**config.mk**
```make
export PLATFORM = sky130hd
export DESIGN_NAME = infix_to_postfix_converter
export DESIGN_NICKNAME = d
export VERILOG_FILES = /design/src/hw/rtl/isp_pkg.sv /design/src/hw/rtl/isp_cell.sv /design/src/hw/rtl/infix_to_postfix_converter.sv
export SDC_FILE = /design/constraint.sdc
export NUM_CORES = 1
export LEC_CHECK = 0
export ABC_AREA = 1
export BUFFER_PORTS_ARGS = -buffer_cell sky130_fd_sc_hd__buf_2
export CORE_ASPECT_RATIO = 2
export CORE_MARGIN = 8
export CORE_UTILIZATION = 35
export CTS_CLUSTER_SIZE = 8
export DETAILED_ROUTE_END_ITERATION = 6
export HOLD_SLACK_MARGIN = 0.05
export PLACE_DENSITY = 0.49
export SLEW_MARGIN = 10
export SYNTH_ARGS = -nofsm -noshare
export SYNTH_HDL_FRONTEND = slang
export SYNTH_HIERARCHICAL = 1
export SYNTH_SLANG_ARGS = --single-unit
```
**constraint.sdc**
```tcl
create_clock -name aclk -period 8.3 [get_ports aclk]
set_input_delay 0.415 -clock aclk [delete_from_list [all_inputs] [get_ports aclk]]
set_output_delay 0.415 -clock aclk [all_outputs]
set_load 0.005 [all_outputs]
```
**src/hw/rtl/isp_pkg.sv**
```systemverilog
// ----------------------------------------------------------------------------
// isp_pkg
// Shared types, character codes and classification helpers for the streaming
// infix to postfix converter.
// ----------------------------------------------------------------------------
package isp_pkg;

    // Default sizes
    localparam int unsigned STACK_DEPTH_DEF = 32;
    localparam int unsigned COUNT_WIDTH_DEF = 16;

    // Character codes
    localparam logic [7:0] CH_POW   = 8'h5E; // '^'
    localparam logic [7:0] CH_MUL   = 8'h2A; // '*'
    localparam logic [7:0] CH_DIV   = 8'h2F; // '/'
    localparam logic [7:0] CH_ADD   = 8'h2B; // '+'
    localparam logic [7:0] CH_SUB   = 8'h2D; // '-'
    localparam logic [7:0] CH_OPEN  = 8'h28; // '('
    localparam logic [7:0] CH_CLOSE = 8'h29; // ')'
    localparam logic [7:0] CH_LC_A  = 8'h61;
    localparam logic [7:0] CH_LC_Z  = 8'h7A;
    localparam logic [7:0] CH_UC_A  = 8'h41;
    localparam logic [7:0] CH_UC_Z  = 8'h5A;

    // Stack shift operation, one per cycle for the whole chain
    typedef logic [1:0] stk_op_t;
    localparam stk_op_t STK_HOLD = 2'd0;
    localparam stk_op_t STK_PUSH = 2'd1;
    localparam stk_op_t STK_POP  = 2'd2;

    // Terminator status codes
    localparam logic [1:0] ST_OK        = 2'd0;
    localparam logic [1:0] ST_INVALID   = 2'd1;
    localparam logic [1:0] ST_OVERFLOW  = 2'd2;
    localparam logic [1:0] ST_UNMATCHED = 2'd3;

    // Error flag bit positions
    localparam int unsigned ERR_POS      = 0;
    localparam int unsigned ERR_OVERFLOW = 1;
    localparam int unsigned ERR_UNMATCH  = 2;

    // Precedence rank: other characters 0, '+' '-' 1, '*' '/' 2, '^' 3.
    // Order matches the signed precedence, so plain compares work.
    function automatic logic [1:0] prec_rank(input logic [7:0] c);
        logic [1:0] r;
        if (c == CH_POW) begin
            r = 2'd3;
        end else if (c == CH_MUL || c == CH_DIV) begin
            r = 2'd2;
        end else if (c == CH_ADD || c == CH_SUB) begin
            r = 2'd1;
        end else begin
            r = 2'd0;
        end
        return r;
    endfunction

    function automatic logic is_letter(input logic [7:0] c);
        return ((c >= CH_LC_A) && (c <= CH_LC_Z)) || ((c >= CH_UC_A) && (c <= CH_UC_Z));
    endfunction

    // True when stack top t must leave before incoming operator c is pushed
    function automatic logic must_pop(input logic [7:0] t, input logic [7:0] c);
        logic [1:0] pt;
        logic [1:0] pc;
        pt = prec_rank(t);
        pc = prec_rank(c);
        return (pt > pc) || ((pt == pc) && (t != CH_POW) && (c != CH_POW));
    endfunction

endpackage

```
**src/hw/rtl/isp_cell.sv**
```systemverilog
// ----------------------------------------------------------------------------
// isp_cell
// One entry of the operator stack. Takes its upper neighbour's symbol on a
// push and its lower neighbour's symbol on a pop; holds otherwise.
// ----------------------------------------------------------------------------
module isp_cell (
    input  logic             aclk,
    input  isp_pkg::stk_op_t op,
    input  logic [7:0]       from_prev,
    input  logic [7:0]       from_next,
    output logic [7:0]       data
);
    import isp_pkg::*;

    logic [7:0] data_reg;
    logic [7:0] data_next;

    // Select the shifted-in symbol
    always_comb begin
        unique case (op)
            STK_PUSH: data_next = from_prev;
            STK_POP:  data_next = from_next;
            default:  data_next = data_reg;
        endcase
    end

    // Hold the entry; payload needs no reset
    always_ff @(posedge aclk) begin
        data_reg <= data_next;
    end

    assign data = data_reg;

endmodule

```
**src/hw/rtl/infix_to_postfix_converter.sv**
```systemverilog
// ----------------------------------------------------------------------------
// infix_to_postfix_converter
// Streaming shunting-yard converter: one infix character per request in,
// postfix characters out as soon as they are decided, then a terminator
// request carrying the status after the end-of-expression character.
// ----------------------------------------------------------------------------
//  Channel  Ports                                        Direction
//  s_       s_symbol, s_end_of_expr, s_valid/s_ready     in, infix characters
//  m_       m_out_symbol, m_has_symbol, m_last, m_status out, postfix characters
//           m_valid/m_ready                              and terminator
//
//  An input character is accepted, then decided, popping any stack symbols it
//  must; the end character then flushes the stack and sends the terminator. A
//  new character is taken only once the last is done. Pops run through the
//  shifting cell chain, one entry a cycle, and output stalls hold them in place.
//  Reset (aresetn low at a clock edge) empties the stack and clears counters;
//  stack cells themselves are not cleared.
// ----------------------------------------------------------------------------
module infix_to_postfix_converter #(
    parameter int unsigned STACK_DEPTH = isp_pkg::STACK_DEPTH_DEF,
    parameter int unsigned COUNT_WIDTH = isp_pkg::COUNT_WIDTH_DEF
) (
    input  logic       aclk,
    input  logic       aresetn,
    input  logic [7:0] s_symbol,
    input  logic       s_end_of_expr,
    input  logic       s_valid,
    output logic       s_ready,
    output logic [7:0] m_out_symbol,
    output logic       m_has_symbol,
    output logic       m_last,
    output logic [1:0] m_status,
    output logic       m_valid,
    input  logic       m_ready
);
    import isp_pkg::*;

    localparam int unsigned CNT_W = $clog2(STACK_DEPTH + 1);

    localparam logic [1:0] S_IDLE  = 2'd0;
    localparam logic [1:0] S_PROC  = 2'd1;
    localparam logic [1:0] S_FLUSH = 2'd2;

    logic [1:0]             state_reg, state_next;
    logic [7:0]             sym_reg, sym_next;
    logic                   end_reg, end_next;
    logic [CNT_W-1:0]       cnt_reg, cnt_next;
    logic [COUNT_WIDTH-1:0] opnd_reg, opnd_next;
    logic [COUNT_WIDTH-1:0] oper_reg, oper_next;
    logic [COUNT_WIDTH-1:0] open_reg, open_next;
    logic [COUNT_WIDTH-1:0] close_reg, close_next;
    logic                   first_reg, first_next;
    logic [2:0]             err_reg, err_next;
    logic                   m_valid_reg, m_valid_next;
    logic [7:0]             m_sym_reg, m_sym_next;
    logic                   m_has_reg, m_has_next;
    logic                   m_last_reg, m_last_next;
    logic [1:0]             m_status_reg, m_status_next;

    stk_op_t                stk_op;
    logic [7:0]             cell_q [STACK_DEPTH];
    logic [7:0]             top_sym;
    logic                   out_free;
    logic                   stk_empty;
    logic                   stk_full;
    logic                   invalid;
    logic                   accept;

    assign top_sym   = cell_q[0];
    assign out_free  = !m_valid_reg || m_ready;
    assign stk_empty = (cnt_reg == '0);
    assign stk_full  = (cnt_reg == CNT_W'(STACK_DEPTH));
    assign accept    = s_valid && s_ready;
    assign s_ready   = (state_reg == S_IDLE);

    // Validation checked at the end, on saturated counts
    assign invalid = err_reg[ERR_POS]
                  || ({1'b0, opnd_reg} != ({1'b0, oper_reg} + (COUNT_WIDTH + 1)'(1)))
                  || (open_reg != close_reg);

    // Operator stack: a row of shifting cells, top at index 0
    for (genvar i = 0; i < STACK_DEPTH; i++) begin : g_cell
        logic [7:0] prev_sym;
        logic [7:0] next_sym;
        if (i == 0) begin : g_top
            assign prev_sym = sym_reg;
        end else begin : g_mid
            assign prev_sym = cell_q[i-1];
        end
        if (i == STACK_DEPTH - 1) begin : g_bot
            assign next_sym = cell_q[i];
        end else begin : g_up
            assign next_sym = cell_q[i+1];
        end
        isp_cell u_cell (
            .aclk      (aclk),
            .op        (stk_op),
            .from_prev (prev_sym),
            .from_next (next_sym),
            .data      (cell_q[i])
        );
    end

    // Decide the next step
    always_comb begin
        state_next    = state_reg;
        sym_next      = sym_reg;
        end_next      = end_reg;
        cnt_next      = cnt_reg;
        opnd_next     = opnd_reg;
        oper_next     = oper_reg;
        open_next     = open_reg;
        close_next    = close_reg;
        first_next    = first_reg;
        err_next      = err_reg;
        stk_op        = STK_HOLD;
        m_valid_next  = m_valid_reg && !m_ready;
        m_sym_next    = m_sym_reg;
        m_has_next    = m_has_reg;
        m_last_next   = m_last_reg;
        m_status_next = m_status_reg;

        unique case (state_reg)
            S_IDLE: begin
                // Latch the request and update the tallies
                if (accept) begin
                    sym_next   = s_symbol;
                    end_next   = s_end_of_expr;
                    first_next = 1'b0;
                    state_next = S_PROC;
                    if (is_letter(s_symbol)) begin
                        if (~&opnd_reg) opnd_next = opnd_reg + 1'b1;
                    end else if (s_symbol == CH_OPEN) begin
                        if (~&open_reg) open_next = open_reg + 1'b1;
                    end else if (s_symbol == CH_CLOSE) begin
                        if (~&close_reg) close_next = close_reg + 1'b1;
                    end else begin
                        if (~&oper_reg) oper_next = oper_reg + 1'b1;
                        if (first_reg || s_end_of_expr) err_next[ERR_POS] = 1'b1;
                    end
                end
            end

            S_PROC: begin
                priority if (is_letter(sym_reg)) begin
                    // Pass the operand straight through
                    if (out_free) begin
                        m_valid_next  = 1'b1;
                        m_sym_next    = sym_reg;
                        m_has_next    = 1'b1;
                        m_last_next   = 1'b0;
                        m_status_next = ST_OK;
                        state_next    = end_reg ? S_FLUSH : S_IDLE;
                    end
                end else if (sym_reg == CH_OPEN) begin
                    if (stk_full) begin
                        err_next[ERR_OVERFLOW] = 1'b1;
                    end else begin
                        stk_op   = STK_PUSH;
                        cnt_next = cnt_reg + 1'b1;
                    end
                    state_next = end_reg ? S_FLUSH : S_IDLE;
                end else if (sym_reg == CH_CLOSE) begin
                    // Pop to the output until the matching bracket
                    if (stk_empty) begin
                        err_next[ERR_UNMATCH] = 1'b1;
                        state_next = end_reg ? S_FLUSH : S_IDLE;
                    end else if (top_sym == CH_OPEN) begin
                        stk_op     = STK_POP;
                        cnt_next   = cnt_reg - 1'b1;
                        state_next = end_reg ? S_FLUSH : S_IDLE;
                    end else if (out_free) begin
                        stk_op        = STK_POP;
                        cnt_next      = cnt_reg - 1'b1;
                        m_valid_next  = 1'b1;
                        m_sym_next    = top_sym;
                        m_has_next    = 1'b1;
                        m_last_next   = 1'b0;
                        m_status_next = ST_OK;
                    end
                end else begin
                    // Operator: pop stronger or equal left-associative symbols, then push
                    if (!stk_empty && must_pop(top_sym, sym_reg)) begin
                        if (out_free) begin
                            stk_op        = STK_POP;
                            cnt_next      = cnt_reg - 1'b1;
                            m_valid_next  = 1'b1;
                            m_sym_next    = top_sym;
                            m_has_next    = 1'b1;
                            m_last_next   = 1'b0;
                            m_status_next = ST_OK;
                        end
                    end else begin
                        if (stk_full) begin
                            err_next[ERR_OVERFLOW] = 1'b1;
                        end else begin
                            stk_op   = STK_PUSH;
                            cnt_next = cnt_reg + 1'b1;
                        end
                        state_next = end_reg ? S_FLUSH : S_IDLE;
                    end
                end
            end

            S_FLUSH: begin
                // Drain the stack, then send the terminator and start afresh
                if (out_free) begin
                    m_valid_next = 1'b1;
                    if (!stk_empty) begin
                        stk_op        = STK_POP;
                        cnt_next      = cnt_reg - 1'b1;
                        m_sym_next    = top_sym;
                        m_has_next    = 1'b1;
                        m_last_next   = 1'b0;
                        m_status_next = ST_OK;
                    end else begin
                        m_sym_next  = 8'd0;
                        m_has_next  = 1'b0;
                        m_last_next = 1'b1;
                        priority if (invalid) begin
                            m_status_next = ST_INVALID;
                        end else if (err_reg[ERR_OVERFLOW]) begin
                            m_status_next = ST_OVERFLOW;
                        end else if (err_reg[ERR_UNMATCH]) begin
                            m_status_next = ST_UNMATCHED;
                        end else begin
                            m_status_next = ST_OK;
                        end
                        opnd_next  = '0;
                        oper_next  = '0;
                        open_next  = '0;
                        close_next = '0;
                        first_next = 1'b1;
                        err_next   = '0;
                        state_next = S_IDLE;
                    end
                end
            end

            default: begin
                state_next = S_IDLE;
            end
        endcase
    end

    // Control registers
    always_ff @(posedge aclk) begin
        if (!aresetn) begin
            state_reg   <= S_IDLE;
            cnt_reg     <= '0;
            opnd_reg    <= '0;
            oper_reg    <= '0;
            open_reg    <= '0;
            close_reg   <= '0;
            first_reg   <= 1'b1;
            err_reg     <= '0;
            m_valid_reg <= 1'b0;
        end else begin
            state_reg   <= state_next;
            cnt_reg     <= cnt_next;
            opnd_reg    <= opnd_next;
            oper_reg    <= oper_next;
            open_reg    <= open_next;
            close_reg   <= close_next;
            first_reg   <= first_next;
            err_reg     <= err_next;
            m_valid_reg <= m_valid_next;
        end
    end

    // Payload registers
    always_ff @(posedge aclk) begin
        sym_reg      <= sym_next;
        end_reg      <= end_next;
        m_sym_reg    <= m_sym_next;
        m_has_reg    <= m_has_next;
        m_last_reg   <= m_last_next;
        m_status_reg <= m_status_next;
    end

    assign m_valid      = m_valid_reg;
    assign m_out_symbol = m_sym_reg;
    assign m_has_symbol = m_has_reg;
    assign m_last       = m_last_reg;
    assign m_status     = m_status_reg;

endmodule

```
After elaboration in Yosys (flattened, before gate mapping)
Index checks and enable logic that the tools add are counted.

word-level totals
  output and inout bits = 14
  bits in writable memories = 0
  flip-flop bits (word level) = 354
  bits in latches = 0
  bits of input ports = 13
  memories = 0
  word-level logic and storage cells = 338
  memory bits (read-only) = 0

cells by class
  $lt $le $gt $ge = 9
  mux-type cells = 174
  equality and inequality tests = 54
  div/mod/pow operators = 0
  bitwise gates (word level) = 0
  add/sub/neg operators = 7
  $mul = 0
  reduce and logical (&&, ||, !) cells = 45
  shift-type cells = 0

operator list
  operator                                                                             count
  8-bit case mux with 2 select lines                                                   32
  16-bit two-way mux                                                                   19
  16-bit case mux with 2 select lines                                                  4
  8-bit by 6-bit == test with 1-bit output, second input constant                      13
  2-bit two-way mux                                                                    45
  8-bit two-way mux                                                                    10
  16-bit by 1-bit adder with 16-bit output, second input constant                      4
  16-bit AND reduction                                                                 4
  6-bit two-way mux                                                                    10
  1-bit two-way mux                                                                    42
  8-bit by 7-bit greater-or-equal comparator with 1-bit output, second input constant  4
  8-bit by 7-bit less-or-equal comparator with 1-bit output, second input constant     4
  2-bit inequality test, second input constant                                         14
  6-bit AND reduction                                                                  4
  8-bit AND reduction                                                                  3
  7-bit AND reduction                                                                  3
  16-bit by 1-bit adder with 17-bit output, second input constant                      1
  16-bit by 17-bit inequality test with 1-bit output                                   1
  8-bit by 7-bit == test with 1-bit output, second input constant                      2
  16-bit inequality test                                                               1
  4-bit inequality test, second input constant                                         4
  8-bit by 7-bit inequality test with 1-bit output, second input constant              2
  3-bit inequality test, second input constant                                         4
  2-bit case mux with 2 select lines                                                   3
  23 further kinds                                                                     56

Depth between registers and ports, before layout
  depth after elaboration = 21
  gate-level depth with buffers = 24
  mapped depth without buffers = 23

Modules after synthesis
Netlist, hierarchy kept.

by module, submodules not included
  module                      cells each  times used  sequential area each (µm²)  area an instance (µm²)
  isp_cell                    37          32          240.2                       365.4
  infix_to_postfix_converter  1043        1           2172.1                      6845.3

Worst setup path after synthesis
Ideal clock, no wire load.

  kind = reg-to-reg
  start point = register sym_reg[4], in the netlist g_cell[0].prev_sym[4]
  end point = register g_cell[0].u_cell.data_reg[0] (enable)
  setup slack = 3.829 ns
  stages on the path, launching flop included = 19
  data arrival time = 4.147 ns
  data required time = 7.976 ns
  cells stage by stage = edfxtp_1 -> inv_1 -> nand3_1 -> o311a_1 -> ha_1 -> nand2_1 -> inv_1 -> nor2_1 -> o21ai_0 -> nand2_1 -> inv_1 -> nand2_1 -> nand2_1 -> nand2_2 -> nand2_1 -> nor3_1 -> inv_1 -> ha_1 -> inv_1

on the way
  longest elaborated chain between the ends = 21

RTL lines
  what                                                                              line                               text
  start: declaration                                                                infix_to_postfix_converter.sv:45   logic [7:0] sym_reg, sym_next;
  start signal: assignment                                                          infix_to_postfix_converter.sv:273  sym_reg <= sym_next;
  8-bit by 6-bit == test with 1-bit output                                          isp_pkg.sv:50                      end else if (c == CH_ADD || c == CH_SUB) begin
  1-bit logical OR                                                                  isp_pkg.sv:50
  1-bit two-way mux                                                                 isp_pkg.sv:50
  2-bit two-way mux                                                                 isp_pkg.sv:48                      end else if (c == CH_MUL || c == CH_DIV) begin
  2-bit two-way mux                                                                 isp_pkg.sv:46                      if (c == CH_POW) begin
  2-bit two-way mux                                                                 infix_to_postfix_converter.sv:163  end else if (sym_reg == CH_CLOSE) begin
  2-bit two-way mux                                                                 infix_to_postfix_converter.sv:155  end else if (sym_reg == CH_OPEN) begin
  2-bit two-way mux                                                                 infix_to_postfix_converter.sv:145  priority if (is_letter(sym_reg)) begin
  (+6 left out)                                                                     n/a
  2-bit two-way mux                                                                 infix_to_postfix_converter.sv:183  if (!stk_empty && must_pop(top_sym, sym_reg)) begin
  2-bit two-way mux                                                                 infix_to_postfix_converter.sv:163
  2-bit two-way mux                                                                 infix_to_postfix_converter.sv:155
  2-bit two-way mux (*)                                                             infix_to_postfix_converter.sv:145
  2-bit case mux with 2 select lines (*)                                            infix_to_postfix_converter.sv:123  unique case (state_reg)
  via stk_op[0]                                                                     infix_to_postfix_converter.sv:60   stk_op_t stk_op;
  2-bit by 1-bit == test with 1-bit output / 2-bit == test (equally long branches)  n/a
  2-bit nonzero test (no source line) (*)                                           n/a
  end signal: assignment                                                            isp_cell.sv:29                     data_reg <= data_next;
  end: declaration                                                                  isp_cell.sv:15                     logic [7:0] data_reg;

The timed path passes the listed nets; every way through them passes the cells marked *. The select of a mux whose other input is x is not followed.
A chain may end at the register's enable or synchronous reset.

Worst setup path in the final report
  start point = register sym_reg[4], in the netlist g_cell[0].prev_sym[4]
  end point = register g_cell[19].u_cell.data_reg[5] (enable)

on the way
  longest elaborated chain between the ends = 21

RTL lines
  what                                                                              line
  8-bit by 6-bit == test with 1-bit output                                          isp_pkg.sv:50
  1-bit logical OR                                                                  isp_pkg.sv:50
  1-bit two-way mux                                                                 isp_pkg.sv:50
  2-bit two-way mux                                                                 isp_pkg.sv:48
  2-bit two-way mux                                                                 isp_pkg.sv:46
  2-bit two-way mux                                                                 infix_to_postfix_converter.sv:163
  2-bit two-way mux                                                                 infix_to_postfix_converter.sv:155
  2-bit two-way mux                                                                 infix_to_postfix_converter.sv:145
  (+6 left out)                                                                     n/a
  2-bit two-way mux                                                                 infix_to_postfix_converter.sv:183
  2-bit two-way mux                                                                 infix_to_postfix_converter.sv:163
  2-bit two-way mux                                                                 infix_to_postfix_converter.sv:155
  2-bit two-way mux (*)                                                             infix_to_postfix_converter.sv:145
  2-bit case mux with 2 select lines (*)                                            infix_to_postfix_converter.sv:123
  via stk_op[0]                                                                     infix_to_postfix_converter.sv:60
  2-bit by 1-bit == test with 1-bit output / 2-bit == test (equally long branches)  n/a
  2-bit nonzero test (no source line) (*)                                           n/a
  end signal: assignment                                                            isp_cell.sv:29
  end: declaration                                                                  isp_cell.sv:15

Marked as above.

==> out/summary.txt <==
Critical Path Max Stage Delay: 0.50 ns
CTS tree: yes
ys async rst share: 0%
Clock Power Share: 26.7%
mean routed wirelength per cell: 16.5 µm
final hold vios: 0
DR DRC count: 0
dpl hpwl: 36,900 µm
Tmin final: 3.89 ns
most frequent cells after synthesis: 1,055 x nand2_1, 277 x edfxtp_1, 193 x inv_1
initial antenna violation count: 0
port bufs: 26
Seq pwr share: 42.6%
max reg flops: 256
top-count cell post-synth: nand2_1
vias in the first global route: 14,900
post-synth top area share: 44.9%
vias after detailed routing: 14,100
cts bufs inserted: 50
CP required: 8.53 ns
most frequent CP cell: inv_1
Die Ht: 341 µm
footprint of the multi-input gates: 7300 µm²
Worst-path clk slew: 0.05 ns
post-route ant nets: 0
Setup Skew: 0.0144 ns
NumNets Final: 2,318
Mapped Nets: 2,284
total of max-cap violations: 0
Die W: 179 µm
Main synth FF type: edfxtp_1
P&R area growth vs syn: 10.6%
worst hold path type: primary input to register
CTS root buffer: clkbuf_16
Clock Latency Late Sink: 0.58 ns
Slew headroom: 42.9%
Global Route Usage Sum: 16.1%
Area after DPL: 19,000 µm²
status: finished, final reports clean
worst path arrival time: 4.12 ns
slack of the critical path: 4.41 ns
period utilization: 46.9%
CTS HTree Levels: 2
total wire length: 48,700 µm
final core occ: 39.0%
Mapped Area: 18,500 µm²
area of the core: 52,600 µm²
DRT iter0 DRCs: 716
GRT Residual Overflow: 0
IO Pins: 27
fill count: 5,413
worst path buffer plus inverter count: 7
gpl congestion: 0.854
Startpoint Class: register
internal power: 4.45 mW
Unique masters post-synth: 48
post-synthesis sequential area ratio: 53.2%
number of gates resized after CTS: 0
Sw Ratio: 37.5%
hold slack: 0.0816 ns
area leader, netlist: edfxtp_1
Crit Path Category: register to register
CTS Buffer Depth: 3
yosys warns: 6
Seq cells post-synth: 354
final setup fails: 0
Antenna diodes: 0
CP top delay family: buffers and inverters
pwr dens: 347 nW/µm²
fin. max-slew vios: 0
First-pass DRT Iterations: 5
global-route wire length before repair: 77,500 µm
combinational fraction of design power: 30.7%
Post-Synthesis Cells: 2,227
worst slew pin tran: 0.855 ns
Die Area: 61,000 µm²
pre-CTS setup slack: 4.37 ns
num rows: 119
Starting Density: 35.3%
f_max: 257 MHz
Via-to-Cell Ratio: 4.79
final instance area: 20,500 µm²
Switch Pwr: 2.67 mW
Peak VDD IR: 0.000186 V
Post-synth EDFFs: 277
setup TNS: 0 ns
Placed Cells: 2,867
critical path, cell by cell: inv_1, nand3_1, inv_1, nand3_1, o311a_1, ha_1, nand2_1, inv_1, nor2_1, o21ai_0, nand2_1, inv_1, nand2_1, nand2_1, nand2_2, nand2_1, nor3_2, buf_4, inv_1, ha_1, inv_1
RSZ-0062 raised after global routing: false
Lkg Pwr: 8.75 nW
crit end category: register
Synth area leaders: edfxtp_1 45%, nand2_1 21%, dfxtp_1 8.3%
CTS Sinks: 354
non-filler instance count after layout: 2,953
critical path peak fanout: 32
layout cell share with drive strength beyond 1: 7.17%
sequential cell area: 9860 µm²
Tot Pwr: 7.12 mW
pin count of the biggest net entering global routing: 48
Mapped Avg Cell Area: 8.32 µm²
slowest stage cell, crit path: edfxtp_1
[cell type report]
type	count	share of cell area (%)
inverter	231	4.24
multi-input combinational	1586	35.6
timing repair buffer	38	1.16
sequential	354	48.1
tap	665	4.06
clock inverter	3	0.177
clock buffer	76	6.68
[path summary, 6_finish.rpt]
path / depth (start not counted) / startpoint / end / slack [ns]
setup / recovery: 21 / g_cell[0].prev_sym[4] / g_cell[19].u_cell/data[5] / 4.41
hold / removal: 1 / s_symbol[7] / g_cell[0].prev_sym[7] / 0.08
setup reg to reg: 21 / g_cell[0].prev_sym[4] / g_cell[19].u_cell/data[5] / 4.41
hold reg to reg: 2 / err_reg[2] / err_reg[2] / 0.47
[power groups by stage]
stage,combinational [mW],clock (mW),sequential (mW)
after floorplan,1.78,0,2.90
after global placement,2.15,0,3.07
after detailed placement,2.21,0,3.07
after CTS,2.22,1.96,3.05
after global routing,2.52,2.02,3.09
final,2.18,1.90,3.04
[per-layer routing]
metal  up-vias  GRT usage, %  wire (µm)
met5         -             0          0
met1      6595          14.5      16700
met3       120          2.15       1490
met2       259          33.2      28100
met4         0          8.42       2440
li1       7174             -          -
[layout by cell type, fill, tap and decap left out, types with 17 or more instances in the layout]
cell | Yosys | final
buf_2 | 3 | 26
nand3_1 | 70 | 70
a21oi_1 | 65 | 64
dfxtp_1 | 77 | 77
nor3_1 | 23 | 22
nand2_1 | 1055 | 1055
clkbuf_16 | 0 | 51
ha_1 | 44 | 43
edfxtp_1 | 277 | 277
xor2_1 | 36 | 36
clkbuf_1 | 9 | 25
nor2_1 | 132 | 132
inv_2 | 37 | 37
nand4_1 | 17 | 17
inv_1 | 193 | 193
o21ai_0 | 53 | 53
[logic make-up after synthesis]
family	count (synthesis)	synth area share [%]
buf+inv	287	7.54
xor+xnor	48	2.49
compound gates	154	4.66
flops	354	53.2
simple gates	1340	29.2
fa+ha+maj	44	2.97
[repair_timing]
| item | CTS | global route |
|---|---|---|
| endpoints found under the hold margin | 7 | 0 |
| hold buffers | 7 | 0 |
| setup buffers | 0 | 0 |
Power figures use the tool's default switching activity.
